--- src/rtl/core/uart_command_frame_parser_macros.svh ---
// assertion macros shared by the uart command frame parser
`ifndef UART_COMMAND_FRAME_PARSER_MACROS_SVH
`define UART_COMMAND_FRAME_PARSER_MACROS_SVH

`ifndef SYNTH
// same-cycle implication under reset
`define UCFP_ASSERT_IMPLY(label, clk, rst_n, cond, expr) \
	label: assert property (@(posedge clk) disable iff (!(rst_n)) (cond) |-> (expr)) \
		else $error("assertion failed");
// next-cycle implication under reset
`define UCFP_ASSERT_NEXT(label, clk, rst_n, cond, expr) \
	label: assert property (@(posedge clk) disable iff (!(rst_n)) (cond) |=> (expr)) \
		else $error("assertion failed");
`else
`define UCFP_ASSERT_IMPLY(label, clk, rst_n, cond, expr)
`define UCFP_ASSERT_NEXT(label, clk, rst_n, cond, expr)
`endif

`endif

--- src/rtl/core/ucfp_pkg.sv ---
// shared types, constants and helper functions of the uart command frame parser
package ucfp_pkg;

	// command codes of a result item
	typedef enum logic [2:0] {
		CMD_NONE    = 3'd0,
		CMD_FRAME   = 3'd1,
		CMD_BITS    = 3'd2,
		CMD_TEXT    = 3'd3,
		CMD_ENABLE  = 3'd4,
		CMD_DISABLE = 3'd5
	} cmd_t;

	// input item
	typedef struct packed {
		logic [7:0] data_byte;
		logic       burst_end;
	} rx_item_t;

	// result item
	typedef struct packed {
		cmd_t       command;
		logic [4:0] pin_mask;
		logic [4:0] pin_levels;
		logic       bits_mode;
	} res_item_t;

	// classified burst handed from front to back
	typedef struct packed {
		cmd_t       kind;
		logic [3:0] nibble;
		logic [2:0] pin;
	} burst_rec_t;

	localparam logic [7:0] FRAME_HEAD = 8'hDE;
	localparam logic [7:0] FRAME_TAIL = 8'hA1;
	localparam logic [7:0] CRC_POLY   = 8'h07;
	localparam logic [7:0] DIGIT_LO   = 8'h30;
	localparam logic [7:0] DIGIT_HI   = 8'h34;
	localparam logic [3:0] FRAME_PINS = 4'hF;

	localparam int LEN_MODE = 13;
	localparam int LEN_EN   = 14;
	localparam int LEN_DIS  = 15;

	// command texts, left justified in 16 characters
	localparam logic [127:0] LIT_BITS = {"uart out bits", 24'h0};
	localparam logic [127:0] LIT_TEXT = {"uart out text", 24'h0};
	localparam logic [127:0] LIT_EN   = {"enable output ", 16'h0};
	localparam logic [127:0] LIT_DIS  = {"disable output ", 8'h0};

	// character at a position of a left-justified text
	function automatic logic [7:0] lit_char(input logic [127:0] s, input logic [3:0] pos);
		logic [3:0] rev;
		rev = 4'd15 - pos;
		return s[{rev, 3'b000} +: 8];
	endfunction

	// crc-8 of one byte, msb first, zero initial value
	function automatic logic [7:0] crc8(input logic [7:0] b);
		logic [7:0] c;
		c = b;
		for (int k = 0; k < 8; k++) begin
			c = c[7] ? ({c[6:0], 1'b0} ^ CRC_POLY) : {c[6:0], 1'b0};
		end
		return c;
	endfunction

endpackage

--- src/rtl/core/ucfp_stream_if.sv ---
// valid/ready channel carrying one item per handshake
interface ucfp_stream_if #(
	parameter type payload_t = logic
) ();
	logic     valid;
	logic     ready;
	payload_t payload;

	modport source (output valid, output payload, input ready);
	modport sink (input valid, input payload, output ready);
endinterface

--- src/rtl/core/ucfp_front.sv ---
// front end: takes bytes, matches commands per byte, emits one record per burst
module ucfp_front #(
	parameter int BURST_BYTES = 16
) (
	input  logic               clk,
	input  logic               arst_n,
	ucfp_stream_if.sink        rx,
	output logic               push_valid,
	input  logic               push_ready,
	output ucfp_pkg::burst_rec_t push_rec
);

	localparam int CW = $clog2(BURST_BYTES + 1);

	logic [CW-1:0] cnt_q;
	logic [CW-1:0] cnt_after;
	logic [3:0]    pos;
	logic [7:0]    byte_v;
	logic          first;
	logic          stored;
	logic          accept;

	logic       head_ok_q, crc_ok_q;
	logic [7:0] payload_q;
	logic       bits_ok_q, text_ok_q, en_ok_q, dis_ok_q;
	logic       bits_n, text_n, en_n, dis_n;
	logic       dig_en_ok_q, dig_dis_ok_q, dig_en_ok_n, dig_dis_ok_n;
	logic [2:0] dig_en_q, dig_dis_q, dig_en_n, dig_dis_n;
	logic       is_digit;
	logic       frame_hit;

	// one prefix step: restart on the first byte, check only inside the text
	function automatic logic step(input logic flag, input logic first_b,
	                              input logic in_text, input logic hit);
		return (first_b | flag) & (~in_text | hit);
	endfunction

	// position and byte bookkeeping
	always_comb begin
		byte_v    = rx.payload.data_byte;
		first     = (cnt_q == '0);
		stored    = (cnt_q < CW'(BURST_BYTES));
		pos       = cnt_q[3:0];
		cnt_after = stored ? cnt_q + CW'(1) : cnt_q;
		is_digit  = (byte_v >= ucfp_pkg::DIGIT_LO) && (byte_v <= ucfp_pkg::DIGIT_HI);
		accept    = rx.valid && rx.ready;
	end

	// prefix flags and digits including the current byte
	always_comb begin
		bits_n = bits_ok_q;
		text_n = text_ok_q;
		en_n   = en_ok_q;
		dis_n  = dis_ok_q;
		if (stored) begin
			bits_n = step(bits_ok_q, first, cnt_q < CW'(ucfp_pkg::LEN_MODE),
				byte_v == ucfp_pkg::lit_char(ucfp_pkg::LIT_BITS, pos));
			text_n = step(text_ok_q, first, cnt_q < CW'(ucfp_pkg::LEN_MODE),
				byte_v == ucfp_pkg::lit_char(ucfp_pkg::LIT_TEXT, pos));
			en_n   = step(en_ok_q, first, cnt_q < CW'(ucfp_pkg::LEN_EN),
				byte_v == ucfp_pkg::lit_char(ucfp_pkg::LIT_EN, pos));
			dis_n  = step(dis_ok_q, first, cnt_q < CW'(ucfp_pkg::LEN_DIS),
				byte_v == ucfp_pkg::lit_char(ucfp_pkg::LIT_DIS, pos));
		end
		dig_en_ok_n  = (cnt_q == CW'(ucfp_pkg::LEN_EN)) ? is_digit : dig_en_ok_q;
		dig_en_n     = (cnt_q == CW'(ucfp_pkg::LEN_EN)) ? byte_v[2:0] : dig_en_q;
		dig_dis_ok_n = (cnt_q == CW'(ucfp_pkg::LEN_DIS)) ? is_digit : dig_dis_ok_q;
		dig_dis_n    = (cnt_q == CW'(ucfp_pkg::LEN_DIS)) ? byte_v[2:0] : dig_dis_q;
		frame_hit    = (cnt_q == CW'(3)) && head_ok_q && crc_ok_q &&
			(byte_v == ucfp_pkg::FRAME_TAIL);
	end

	// classify the burst on its last byte
	always_comb begin
		push_rec.kind   = ucfp_pkg::CMD_NONE;
		push_rec.nibble = payload_q[3:0];
		push_rec.pin    = dig_en_n;
		priority if (frame_hit) begin
			push_rec.kind = ucfp_pkg::CMD_FRAME;
		end else if (bits_n && cnt_after >= CW'(ucfp_pkg::LEN_MODE)) begin
			push_rec.kind = ucfp_pkg::CMD_BITS;
		end else if (text_n && cnt_after >= CW'(ucfp_pkg::LEN_MODE)) begin
			push_rec.kind = ucfp_pkg::CMD_TEXT;
		end else if (en_n && cnt_after >= CW'(ucfp_pkg::LEN_EN)) begin
			if (cnt_after > CW'(ucfp_pkg::LEN_EN) && dig_en_ok_n)
				push_rec.kind = ucfp_pkg::CMD_ENABLE;
		end else if (dis_n && cnt_after >= CW'(ucfp_pkg::LEN_DIS)) begin
			push_rec.pin = dig_dis_n;
			if (cnt_after > CW'(ucfp_pkg::LEN_DIS) && dig_dis_ok_n)
				push_rec.kind = ucfp_pkg::CMD_DISABLE;
		end
		push_valid = rx.valid && rx.payload.burst_end;
		rx.ready   = push_ready;
	end

	// byte counter, saturating, cleared at burst end
	always_ff @(posedge clk or negedge arst_n) begin
		if (!arst_n) begin
			cnt_q <= '0;
		end else if (accept) begin
			if (rx.payload.burst_end)
				cnt_q <= '0;
			else
				cnt_q <= cnt_after;
		end
	end

	// match state, rebuilt from the first byte of every burst
	always_ff @(posedge clk) begin
		if (accept) begin
			bits_ok_q    <= bits_n;
			text_ok_q    <= text_n;
			en_ok_q      <= en_n;
			dis_ok_q     <= dis_n;
			dig_en_ok_q  <= dig_en_ok_n;
			dig_en_q     <= dig_en_n;
			dig_dis_ok_q <= dig_dis_ok_n;
			dig_dis_q    <= dig_dis_n;
			if (first)
				head_ok_q <= (byte_v == ucfp_pkg::FRAME_HEAD);
			if (cnt_q == CW'(1))
				payload_q <= byte_v;
			if (cnt_q == CW'(2))
				crc_ok_q <= (ucfp_pkg::crc8(payload_q) == byte_v);
		end
	end

endmodule

--- src/rtl/core/ucfp_queue.sv ---
// two-entry queue of classified bursts between front and back
module ucfp_queue (
	input  logic                 clk,
	input  logic                 arst_n,
	input  logic                 push_valid,
	output logic                 push_ready,
	input  ucfp_pkg::burst_rec_t push_rec,
	output logic                 pop_valid,
	input  logic                 pop_ready,
	output ucfp_pkg::burst_rec_t pop_rec
);

	ucfp_pkg::burst_rec_t mem_q [2];
	logic       wr_ptr_q, rd_ptr_q;
	logic [1:0] fill_q;
	logic       do_push, do_pop;

	// handshake
	always_comb begin
		push_ready = (fill_q != 2'd2);
		pop_valid  = (fill_q != 2'd0);
		pop_rec    = mem_q[rd_ptr_q];
		do_push    = push_valid && push_ready;
		do_pop     = pop_valid && pop_ready;
	end

	// pointers and fill level
	always_ff @(posedge clk or negedge arst_n) begin
		if (!arst_n) begin
			wr_ptr_q <= 1'b0;
			rd_ptr_q <= 1'b0;
			fill_q   <= 2'd0;
		end else begin
			if (do_push)
				wr_ptr_q <= ~wr_ptr_q;
			if (do_pop)
				rd_ptr_q <= ~rd_ptr_q;
			if (do_push && !do_pop)
				fill_q <= fill_q + 2'd1;
			else if (do_pop && !do_push)
				fill_q <= fill_q - 2'd1;
		end
	end

	// storage
	always_ff @(posedge clk) begin
		if (do_push)
			mem_q[wr_ptr_q] <= push_rec;
	end

endmodule

--- src/rtl/core/ucfp_back.sv ---
// back end: keeps the report mode and builds the registered result item
module ucfp_back (
	input  logic                 clk,
	input  logic                 arst_n,
	input  logic                 pop_valid,
	output logic                 pop_ready,
	input  ucfp_pkg::burst_rec_t pop_rec,
	ucfp_stream_if.source        result
);

	logic                 out_valid_q;
	ucfp_pkg::res_item_t  out_q;
	ucfp_pkg::res_item_t  res_n;
	logic                 mode_q;
	logic [4:0]           pin_bit;
	logic                 take;

	// result of the record at the head of the queue
	always_comb begin
		pin_bit          = 5'd1 << pop_rec.pin;
		res_n.command    = pop_rec.kind;
		res_n.pin_mask   = '0;
		res_n.pin_levels = '0;
		res_n.bits_mode  = mode_q;
		unique case (pop_rec.kind)
			ucfp_pkg::CMD_FRAME: begin
				res_n.pin_mask   = {1'b0, ucfp_pkg::FRAME_PINS};
				res_n.pin_levels = {1'b0, pop_rec.nibble};
			end
			ucfp_pkg::CMD_BITS: res_n.bits_mode = 1'b1;
			ucfp_pkg::CMD_TEXT: res_n.bits_mode = 1'b0;
			ucfp_pkg::CMD_ENABLE: begin
				res_n.pin_mask   = pin_bit;
				res_n.pin_levels = pin_bit;
			end
			ucfp_pkg::CMD_DISABLE: res_n.pin_mask = pin_bit;
			default: res_n.command = ucfp_pkg::CMD_NONE;
		endcase
		pop_ready      = !out_valid_q || result.ready;
		take           = pop_valid && pop_ready;
		result.valid   = out_valid_q;
		result.payload = out_q;
	end

	// output valid and report mode
	always_ff @(posedge clk or negedge arst_n) begin
		if (!arst_n) begin
			out_valid_q <= 1'b0;
			mode_q      <= 1'b0;
		end else begin
			if (pop_ready)
				out_valid_q <= pop_valid;
			if (take)
				mode_q <= res_n.bits_mode;
		end
	end

	// output payload
	always_ff @(posedge clk) begin
		if (take)
			out_q <= res_n;
	end

endmodule

--- src/rtl/core/uart_command_frame_parser.sv ---
// uart command frame parser: one result item per byte burst
// Throughput: one byte per cycle while the queue has room; the prefix match runs on each byte as it arrives.
// After its last byte is taken, the result of a burst is registered in the queue and then in the
// output register, where it waits while the result side stalls.
// Reset: arst_n clears the byte count, queue, output valid and report mode (text mode);
// no clearing pass, bytes are taken from the first cycle after reset.
`include "uart_command_frame_parser_macros.svh"

module uart_command_frame_parser #(
	parameter int BURST_BYTES = 16
) (
	input  logic          clk,
	input  logic          arst_n,
	ucfp_stream_if.sink   rx,
	ucfp_stream_if.source result
);

	logic                 push_valid, push_ready;
	logic                 pop_valid, pop_ready;
	ucfp_pkg::burst_rec_t push_rec, pop_rec;

	// byte intake and classification
	ucfp_front #(
		.BURST_BYTES(BURST_BYTES)
	) u_front (
		.clk       (clk),
		.arst_n    (arst_n),
		.rx        (rx),
		.push_valid(push_valid),
		.push_ready(push_ready),
		.push_rec  (push_rec)
	);

	// decoupling queue
	ucfp_queue u_queue (
		.clk       (clk),
		.arst_n    (arst_n),
		.push_valid(push_valid),
		.push_ready(push_ready),
		.push_rec  (push_rec),
		.pop_valid (pop_valid),
		.pop_ready (pop_ready),
		.pop_rec   (pop_rec)
	);

	// command execution and result register
	ucfp_back u_back (
		.clk      (clk),
		.arst_n   (arst_n),
		.pop_valid(pop_valid),
		.pop_ready(pop_ready),
		.pop_rec  (pop_rec),
		.result   (result)
	);

	// checks on result contents and on the queueing of each finished burst
	`UCFP_ASSERT_IMPLY(a_quiet_pins, clk, arst_n, result.valid && (result.payload.command == ucfp_pkg::CMD_NONE || result.payload.command == ucfp_pkg::CMD_BITS || result.payload.command == ucfp_pkg::CMD_TEXT), result.payload.pin_mask == 5'd0 && result.payload.pin_levels == 5'd0)
	`UCFP_ASSERT_IMPLY(a_enable_one_pin, clk, arst_n, result.valid && result.payload.command == ucfp_pkg::CMD_ENABLE, $onehot(result.payload.pin_mask) && result.payload.pin_levels == result.payload.pin_mask)
	`UCFP_ASSERT_IMPLY(a_bits_mode_set, clk, arst_n, result.valid && result.payload.command == ucfp_pkg::CMD_BITS, result.payload.bits_mode)
	`UCFP_ASSERT_NEXT(a_burst_queued, clk, arst_n, rx.valid && rx.ready && rx.payload.burst_end, pop_valid || result.valid)

endmodule

--- src/flat_wrapper.sv ---
// flat-port wrapper written by rule: the top's interface ports become plain ports
module uart_command_frame_parser_flat import ucfp_pkg::*;
#(
	parameter int BURST_BYTES = 16
)
  (clk, arst_n, rx_valid, rx_payload, rx_ready, result_valid, result_payload, result_ready);
  ucfp_stream_if #(.payload_t(rx_item_t)) rx_i ();
  ucfp_stream_if #(.payload_t(res_item_t)) result_i ();
  input  logic clk;
  input  logic arst_n;
  input wire logic [$bits(rx_i.valid)-1:0] rx_valid;
  input wire logic [$bits(rx_i.payload)-1:0] rx_payload;
  output wire logic [$bits(rx_i.ready)-1:0] rx_ready;
  output wire logic [$bits(result_i.valid)-1:0] result_valid;
  output wire logic [$bits(result_i.payload)-1:0] result_payload;
  input wire logic [$bits(result_i.ready)-1:0] result_ready;
  assign rx_i.valid = rx_valid;
  assign rx_i.payload = rx_payload;
  assign rx_ready = rx_i.ready;
  assign result_valid = result_i.valid;
  assign result_payload = result_i.payload;
  assign result_i.ready = result_ready;
  uart_command_frame_parser #(.BURST_BYTES(BURST_BYTES)) u_core (.clk(clk), .arst_n(arst_n), .rx(rx_i), .result(result_i));
endmodule
--- config.mk ---
export PLATFORM = sky130hd
export DESIGN_NAME = uart_command_frame_parser_flat
export DESIGN_NICKNAME = d
export VERILOG_FILES = /design/src/rtl/core/ucfp_pkg.sv /design/src/rtl/core/ucfp_stream_if.sv /design/src/rtl/core/ucfp_front.sv /design/src/rtl/core/ucfp_queue.sv /design/src/rtl/core/ucfp_back.sv /design/src/rtl/core/uart_command_frame_parser.sv /design/src/flat_wrapper.sv
export VERILOG_INCLUDE_DIRS = /design/src /design/src/rtl/core
export SDC_FILE = /design/constraint.sdc
export NUM_CORES = 1
export LEC_CHECK = 0
export BUFFER_PORTS_ARGS = -buffer_cell sky130_fd_sc_hd__clkbuf_2
export CAP_MARGIN = 20
export CORE_ASPECT_RATIO = 0.9
export CORE_UTILIZATION = 61
export DETAILED_ROUTE_END_ITERATION = 8
export PLACE_DENSITY = 0.8
export SLEW_MARGIN = 20
export SYNTH_ARGS = -nofsm -noshare
export SYNTH_HDL_FRONTEND = slang
export SYNTH_SLANG_ARGS = --single-unit
--- constraint.sdc ---
create_clock -name clk -period 4.23 [get_ports clk]
set_input_delay 0.846 -clock clk [delete_from_list [all_inputs] [get_ports clk]]
set_output_delay 0.846 -clock clk [all_outputs]
set_load 0.02 [all_outputs]
==> out/metrics.csv, run 1 <==
stage,metric,value,unit
synthesis,synth warn,0,
synthesis,cell area after synthesis,4300,um2
drt,DR top layer,met4,
timing,post-route setup TNS,0,ps
die,die area,7380,um2
die,die height,81.6,um
worst_setup_path,Worst Path Buf+Inv,1,
finish,"most common cell after layout, fill and taps aside",edfxtp_1,
timing,RSZ-0062 raised after global routing,no,
global_route,largest net degree at the start of global routing,46,
finish,NumNets Final,462,
run,MaxCap Viol Count,0,
timing,Slew HR,32.8,%
finish,Finished Cell Area,4710,um2
timing,"Slew Viols, Final",0,
clock_tree,Clock Latency Late Sink,340,ps
timing,clock skew,8.60,ps
clock_tree,TritonCTS clock tree,built,
timing,smallest hold slack,377,ps
placed_design,Final Wtd Congestion,1.01,
worst_setup_path,"Max FO, Critical Path",10,
drt,DR iter-0 viols,334,
synthesis,synth unique cells,66,
clock_tree,postcts setup bufs,0,
finish,Layout Utilization,70.3,%
placed_design,dpl ws,844,ps
drt,DR WL/cell,18.9,um
worst_setup_path,Worst Setup SP,u_core.u_front.cnt_q[1],
die,Core ar.,6690,um2
worst_setup_path,crit-path max cell delay,570,ps
drt,Via Count,3412,
finish,Area Growth Syn to Fin,9.58,%
global_route,vias in the first global route,3082,
worst_setup_path,WP data required,4320,ps
drt,drt pass-1 iters,5,
worst_setup_path,WS Path Type,register to register,
synthesis,number of synthesized flops with an enable pin,56,
synthesis,Seq cells post-synth,67,
clock_tree,clock tree buffer depth,2,
drt,drt via density,6.38,
global_route,total gr overflow,0,
worst_hold_path,Hold Crit Class,input port to asynchronous set/reset pin,
worst_setup_path,crit-path leading delay family,compound AO/OA/AOI/OAI gates,
synthesis,sequential share of the synthesized area,45.6,%
placed_design,Area after DPL,4480,um2
drt,# DRC,0,
clock_tree,Root Buffer,clkbuf_8,
worst_setup_path,Critical Path AT,3590,ps
drt,wl on met1,4500,um
synthesis,Main synth FF type,edfxtp_1,
clock_tree,clock sinks,67,
clock_tree,Inserted Clock Buffers,9,
clock_tree,H-tree levels,3,
finish,most frequent cells in the layout,"edfxtp_1 (56), nand2_1 (28), clkbuf_2 (28), nor2_1 (27), xnor2_1 (27)",
placed_design,port bufs,28,
finish,"non-filler cells, final",535,
pwr,peak supply drop,407,uV
pwr,total power,3.11,mW
worst_setup_path,Crit. End Element,register,
finish,share of cells above drive strength 1,17.1,%
timing,Worst-Margin Slew,1000,ps
die,die width,90.5,um
pwr,Pwr Density,660,nW/um2
timing,final setup margin,727,ps
die,Initial Utilization,64.2,%
drt,DRT antenna net count,0,
synthesis,syn avg cell area,10.3,um2
die,Std-Cell Rows,28,
finish,Diodes inserted,0,
drt,final wirelength,10100,um
clock_tree,number of cells upsized or downsized after cts,0,
pwr,Pleak,1.77,nW
clock_tree,"CTS clk-pin slew, worst paths",70,ps
placed_design,# placed instances,519,
worst_setup_path,CP max-delay cell,o32ai_1,
drt,met2 WL,4570,um
timing,Fin. Hold Viols,0,
die,I/O pin count,29,
worst_setup_path,CP cell instances,inv_1 > ha_1 > nor4b_4 > nor2_1 > a221oi_2 > o2111ai_1 > o32ai_1 > a21bo_2 > nor2_2 > mux2_4,
drt,length of routed met3 wiring,875,um
timing,min Tclk post-route,3500,ps
synthesis,Post-Syn Instances,419,
timing,Max Freq,285,MHz
timing,setup violators final,0,
synthesis,Synth async-reset ratio,16.4,%
clock_tree,Post-CTS Hold Buffers,0,
global_route,initial antenna violation count,0,
timing,fin crit share,82.8,%
global_route,first-pass GRT wire length,16000,um
global_route,GRT Overall Usage,28.8,%
worst_setup_path,worst reg2reg path startpoint,u_core.u_front.cnt_q[1],
run_status,status,"complete, no violations",
placed_design,Post-DP HPWL,7150,um
worst_setup_path,CP startpoint kind,register,
synthesis,syn_nets,441,
[final timing paths]
path | slack, ps | cells after the start | to
setup / recovery | 730 | 10 | u_core.u_queue.mem_q[1][2]
hold / removal | 380 | 1 | u_core.u_back.result.valid
setup reg to reg | 730 | 10 | u_core.u_queue.mem_q[1][2]
hold reg to reg | 490 | 1 | u_core.u_queue.fill_q[1]
max in group asynchronous | 3620 | 1 | u_core.u_front.cnt_q[1]
min in group clk | 490 | 1 | u_core.u_queue.fill_q[1]
[worst register-to-register path, stage by stage (launching register included)]
cell       delay [ps]
dfrtp_1           380
inv_1             200
ha_1              490
nor4b_4           450
nor2_1            160
a221oi_2          200
o2111ai_1         180
o32ai_1           570
a21bo_2           250
nor2_2             70
mux2_4            310
[synthesized netlist by cell type (3+ instances only)]
library cell,count,area [um2]
a211oi_1,4,30.0
a21oi_1,19,95.1
a221oi_1,3,26.3
a31oi_1,3,18.8
and3_1,4,25.0
buf_1,4,15.0
buf_2,9,45.0
clkbuf_1,11,41.3
dfrtp_1,11,275
edfxtp_1,56,1680
ha_1,9,113
inv_1,16,60.1
mux2_2,10,113
mux2_4,3,45.0
mux2i_1,16,160
nand2_1,28,105
nand2b_1,13,81.3
nand3_1,15,75.1
nand4_1,4,25.0
nor2_1,27,101
nor2b_1,7,43.8
nor3_1,13,65.1
nor4_1,6,37.5
o2111ai_1,4,35.0
o211ai_1,3,22.5
o21ai_0,18,90.1
o21ai_1,3,15.0
o22ai_1,6,37.5
o32ai_1,4,35.0
or3_1,5,31.3
xnor2_1,27,236
xor2_1,14,123
[area by class of cell]
class,instances,area [um2]
inverters,18,67.6
clock buffers,9,124
multi-input cells,306,2130
clock inverters,7,98.8
fillers,498,1980
flip-flops and latches,67,1960
repair buffers,38,215
well taps,90,113
[sequential cells by signal, summed over array words and instances (netlist names), 2 cells and up]
register                      flops
u_core.u_front.dig_en_q           3
u_core.u_back.result.payload     14
u_core.u_queue.fill_q             2
u_core.u_front.cnt_q              5
u_core.u_queue.mem_q             20
u_core.u_front.payload_q          8
u_core.u_front.dig_dis_q          3
[power breakdown]
| part | leakage (nW) | switching, mW | total, mW | internal, mW |
|---|---|---|---|---|
| clock | 0.110 | 0.252 | 0.588 | 0.336 |
| combinational | 0.993 | 0.935 | 1.48 | 0.550 |
| sequential | 0.667 | 0.0998 | 1.03 | 0.935 |
| total | 1.77 | 1.29 | 3.11 | 1.82 |
[kinds of logic (layout without fill, tap and decap cells)]
logic type	Yosys count	after routing	synth area share [%]
xor gates and xnor gates	41	41	8.36
AOI/OAI and AO/OA	93	93	15.0
adders and majority gates	9	9	2.62
DFF	67	67	45.6
muxes	29	29	7.40
and+or+nand+nor	134	134	16.2
buffers and inverters	46	72	4.81
[routing by layer]
layer | vias up | GRT usage (%)
met5 | - | 0
li1 | 1590 | -
met1 | 1628 | 40.3
met3 | 16 | 6.94
met2 | 178 | 45.1
met4 | 0 | 8.71
Note: power is estimated with default switching activity, not from simulation.
==> run 2: changes to the inputs <==
==> constraint.sdc (replaced) <==
create_clock -name clk -period 3.5 [get_ports clk]
set_input_delay 0.7 -clock clk [delete_from_list [all_inputs] [get_ports clk]]
set_output_delay 0.7 -clock clk [all_outputs]
set_load 0.02 [all_outputs]
==> run 2 against run 1 <==
Register-to-register slack worse by 380 ps. Via count grew 2.4%. Fmax increased by 11%. Final area increased by 1.0%. Sequential share of layout area fell by 0.43 points. Routed wire length increased by 2.0%. Critical path type unchanged. Highest routed layer unchanged.
==> out/metrics.csv, run 2 (synthesis gave the netlist of run 1 again) <==
stage,metric,value,unit,change
placed_design,Post-DP HPWL,7490,um,+4.8%
placed_design,port bufs,28,,unchanged
pwr,total power,3.70,mW,+19%
finish,share of cells above drive strength 1,18.3,%,+1.2 points
run,MaxCap Viol Count,0,,unchanged
clock_tree,Root Buffer,clkbuf_8,,
timing,Slew HR,36.6,%,+3.7 points
finish,NumNets Final,471,,+1.9%
clock_tree,clock sinks,67,,unchanged
clock_tree,postcts setup bufs,0,,unchanged
timing,post-route setup TNS,0,ps,unchanged
pwr,Pwr Density,778,nW/um2,+18%
die,die width,90.5,um,unchanged
clock_tree,"CTS clk-pin slew, worst paths",70,ps,about the same
finish,Largest register FFs,20,,unchanged
clock_tree,Post-CTS Hold Buffers,0,,unchanged
clock_tree,Clock Latency Late Sink,350,ps,about the same
worst_setup_path,Worst Setup SP,u_core.u_front.cnt_q[1],,
finish,"most common cell after layout, fill and taps aside",edfxtp_1,,
worst_setup_path,WS Path Type,register to register,,
clock_tree,clock tree buffer depth,2,,unchanged
clock_tree,number of cells upsized or downsized after cts,0,,unchanged
drt,final wirelength,10300,um,+2.0%
die,die height,81.6,um,unchanged
finish,Area Growth Syn to Fin,10.7,%,
drt,Via Count,3495,,+2.4%
clock_tree,Inserted Clock Buffers,9,,unchanged
timing,smallest hold slack,225,ps,-152 ps
worst_setup_path,CP startpoint kind,register,,
drt,DR iter-0 viols,340,,+1.8%
timing,Max Freq,317,MHz,+11%
timing,clock skew,9.71,ps,+1.12 ps
die,die area,7380,um2,unchanged
worst_setup_path,Crit. End Element,register,,
timing,setup violators final,0,,unchanged
die,Core ar.,6690,um2,unchanged
global_route,GRT Overall Usage,30.0,%,+1.2 points
pwr,Pleak,1.80,nW,+1.9%
worst_setup_path,WP data required,3600,ps,-720 ps
global_route,total gr overflow,0,,unchanged
worst_setup_path,Critical Path AT,3250,ps,-340 ps
run_status,status,"complete, no violations",,
placed_design,Final Wtd Congestion,0.992,,-1.5%
die,Std-Cell Rows,28,,unchanged
finish,"Most flops, register",u_core.u_queue.mem_q,,
clock_tree,TritonCTS clock tree,built,,
timing,min Tclk post-route,3150,ps,-349 ps
worst_setup_path,worst reg2reg path startpoint,u_core.u_front.cnt_q[1],,
global_route,vias in the first global route,3211,,+4.2%
timing,fin crit share,90.1,%,+7.3 points
pwr,peak supply drop,480,uV,+18%
global_route,first-pass GRT wire length,16800,um,+4.6%
die,Initial Utilization,64.2,%,unchanged
drt,drt pass-1 iters,5,,unchanged
die,I/O pin count,29,,unchanged
clock_tree,H-tree levels,3,,unchanged
drt,drt via density,6.42,,+0.74%
finish,most frequent cells in the layout,"edfxtp_1 (56), nand2_1 (28), clkbuf_2 (28), nor2_1 (27), xnor2_1 (27)",,
global_route,largest net degree at the start of global routing,31,,-33%
timing,Worst-Margin Slew,948,ps,-55.8 ps
worst_setup_path,"Max FO, Critical Path",7,,-3
finish,Diodes inserted,0,,unchanged
drt,DRT antenna net count,0,,unchanged
timing,RSZ-0062 raised after global routing,no,,
timing,Fin. Hold Viols,0,,unchanged
worst_setup_path,worst reg2reg setup slack,350,ps,-380 ps
drt,DR WL/cell,19.0,um,+0.32%
timing,"Slew Viols, Final",0,,unchanged
global_route,initial antenna violation count,0,,unchanged
drt,# DRC,0,,unchanged
worst_hold_path,Hold Crit Class,input port to asynchronous set/reset pin,,
run 2: critical path: stages (launching register included):
cell	delay, ps
dfrtp_1	410
inv_1	90
buf_4	140
ha_1	300
and3b_1	190
o21ai_0	120
a311o_1	420
a2111oi_2	470
o21ai_1	150
a21bo_2	230
nor2_2	60
mux2_4	310
run 2: cell type report:
class                           count  area (um2)
Clock buffer                        9         124
Fill cell                         500        1940
Inverter                           18        67.6
Multi-Input combinational cell    306        2130
Sequential cell                    67        1960
Timing Repair Buffer               47         295
Clock inverter                      7        67.6
Tap cell                           90         113
run 2: layer usage:
metal	vias to the layer above	wire, um	GRT usage, %	part of all wire [%]
met2	178	4700	46.1	46
li1	1607	-	-	-
met1	1681	4450	40.9	43
met4	0	220	11.0	2.1
met3	29	947	8.80	9.2
met5	-	0	0	0
run 2: where the power goes:
part | switching, mW | total [mW] | leakage (nW) | internal (mW)
clock network | 0.303 | 0.630 | 0.0947 | 0.326
registers | 0.147 | 1.28 | 0.667 | 1.13
logic | 1.09 | 1.79 | 1.04 | 0.698
run 2: worst paths after layout:
path | end | depth (start not counted)
min in group clk | u_core.u_queue.wr_ptr_q | 1
hold / removal | u_core.u_back.mode_q | 1
setup / recovery | u_core.u_queue.mem_q[0][0] | 11
setup reg to reg | u_core.u_queue.mem_q[0][0] | 11
hold reg to reg | u_core.u_queue.wr_ptr_q | 1
max in group asynchronous | u_core.u_queue.wr_ptr_q | 1
run 2: through the flow:
| stage | util [%] | setup WS [ps] | area [um2] | std cells |
|---|---|---|---|---|
| final | 71.1 | 345 | 4760 | 544 |
| after global routing | 71.1 | 211 | 4760 | 544 |
| after CTS | 71.1 | 394 | 4760 | 544 |
| after detailed placement | 68.2 | 344 | 4560 | 528 |
| after global placement | 68.2 | 387 | 4560 | 528 |
| after floorplan | - | 121 | 4300 | 419 |
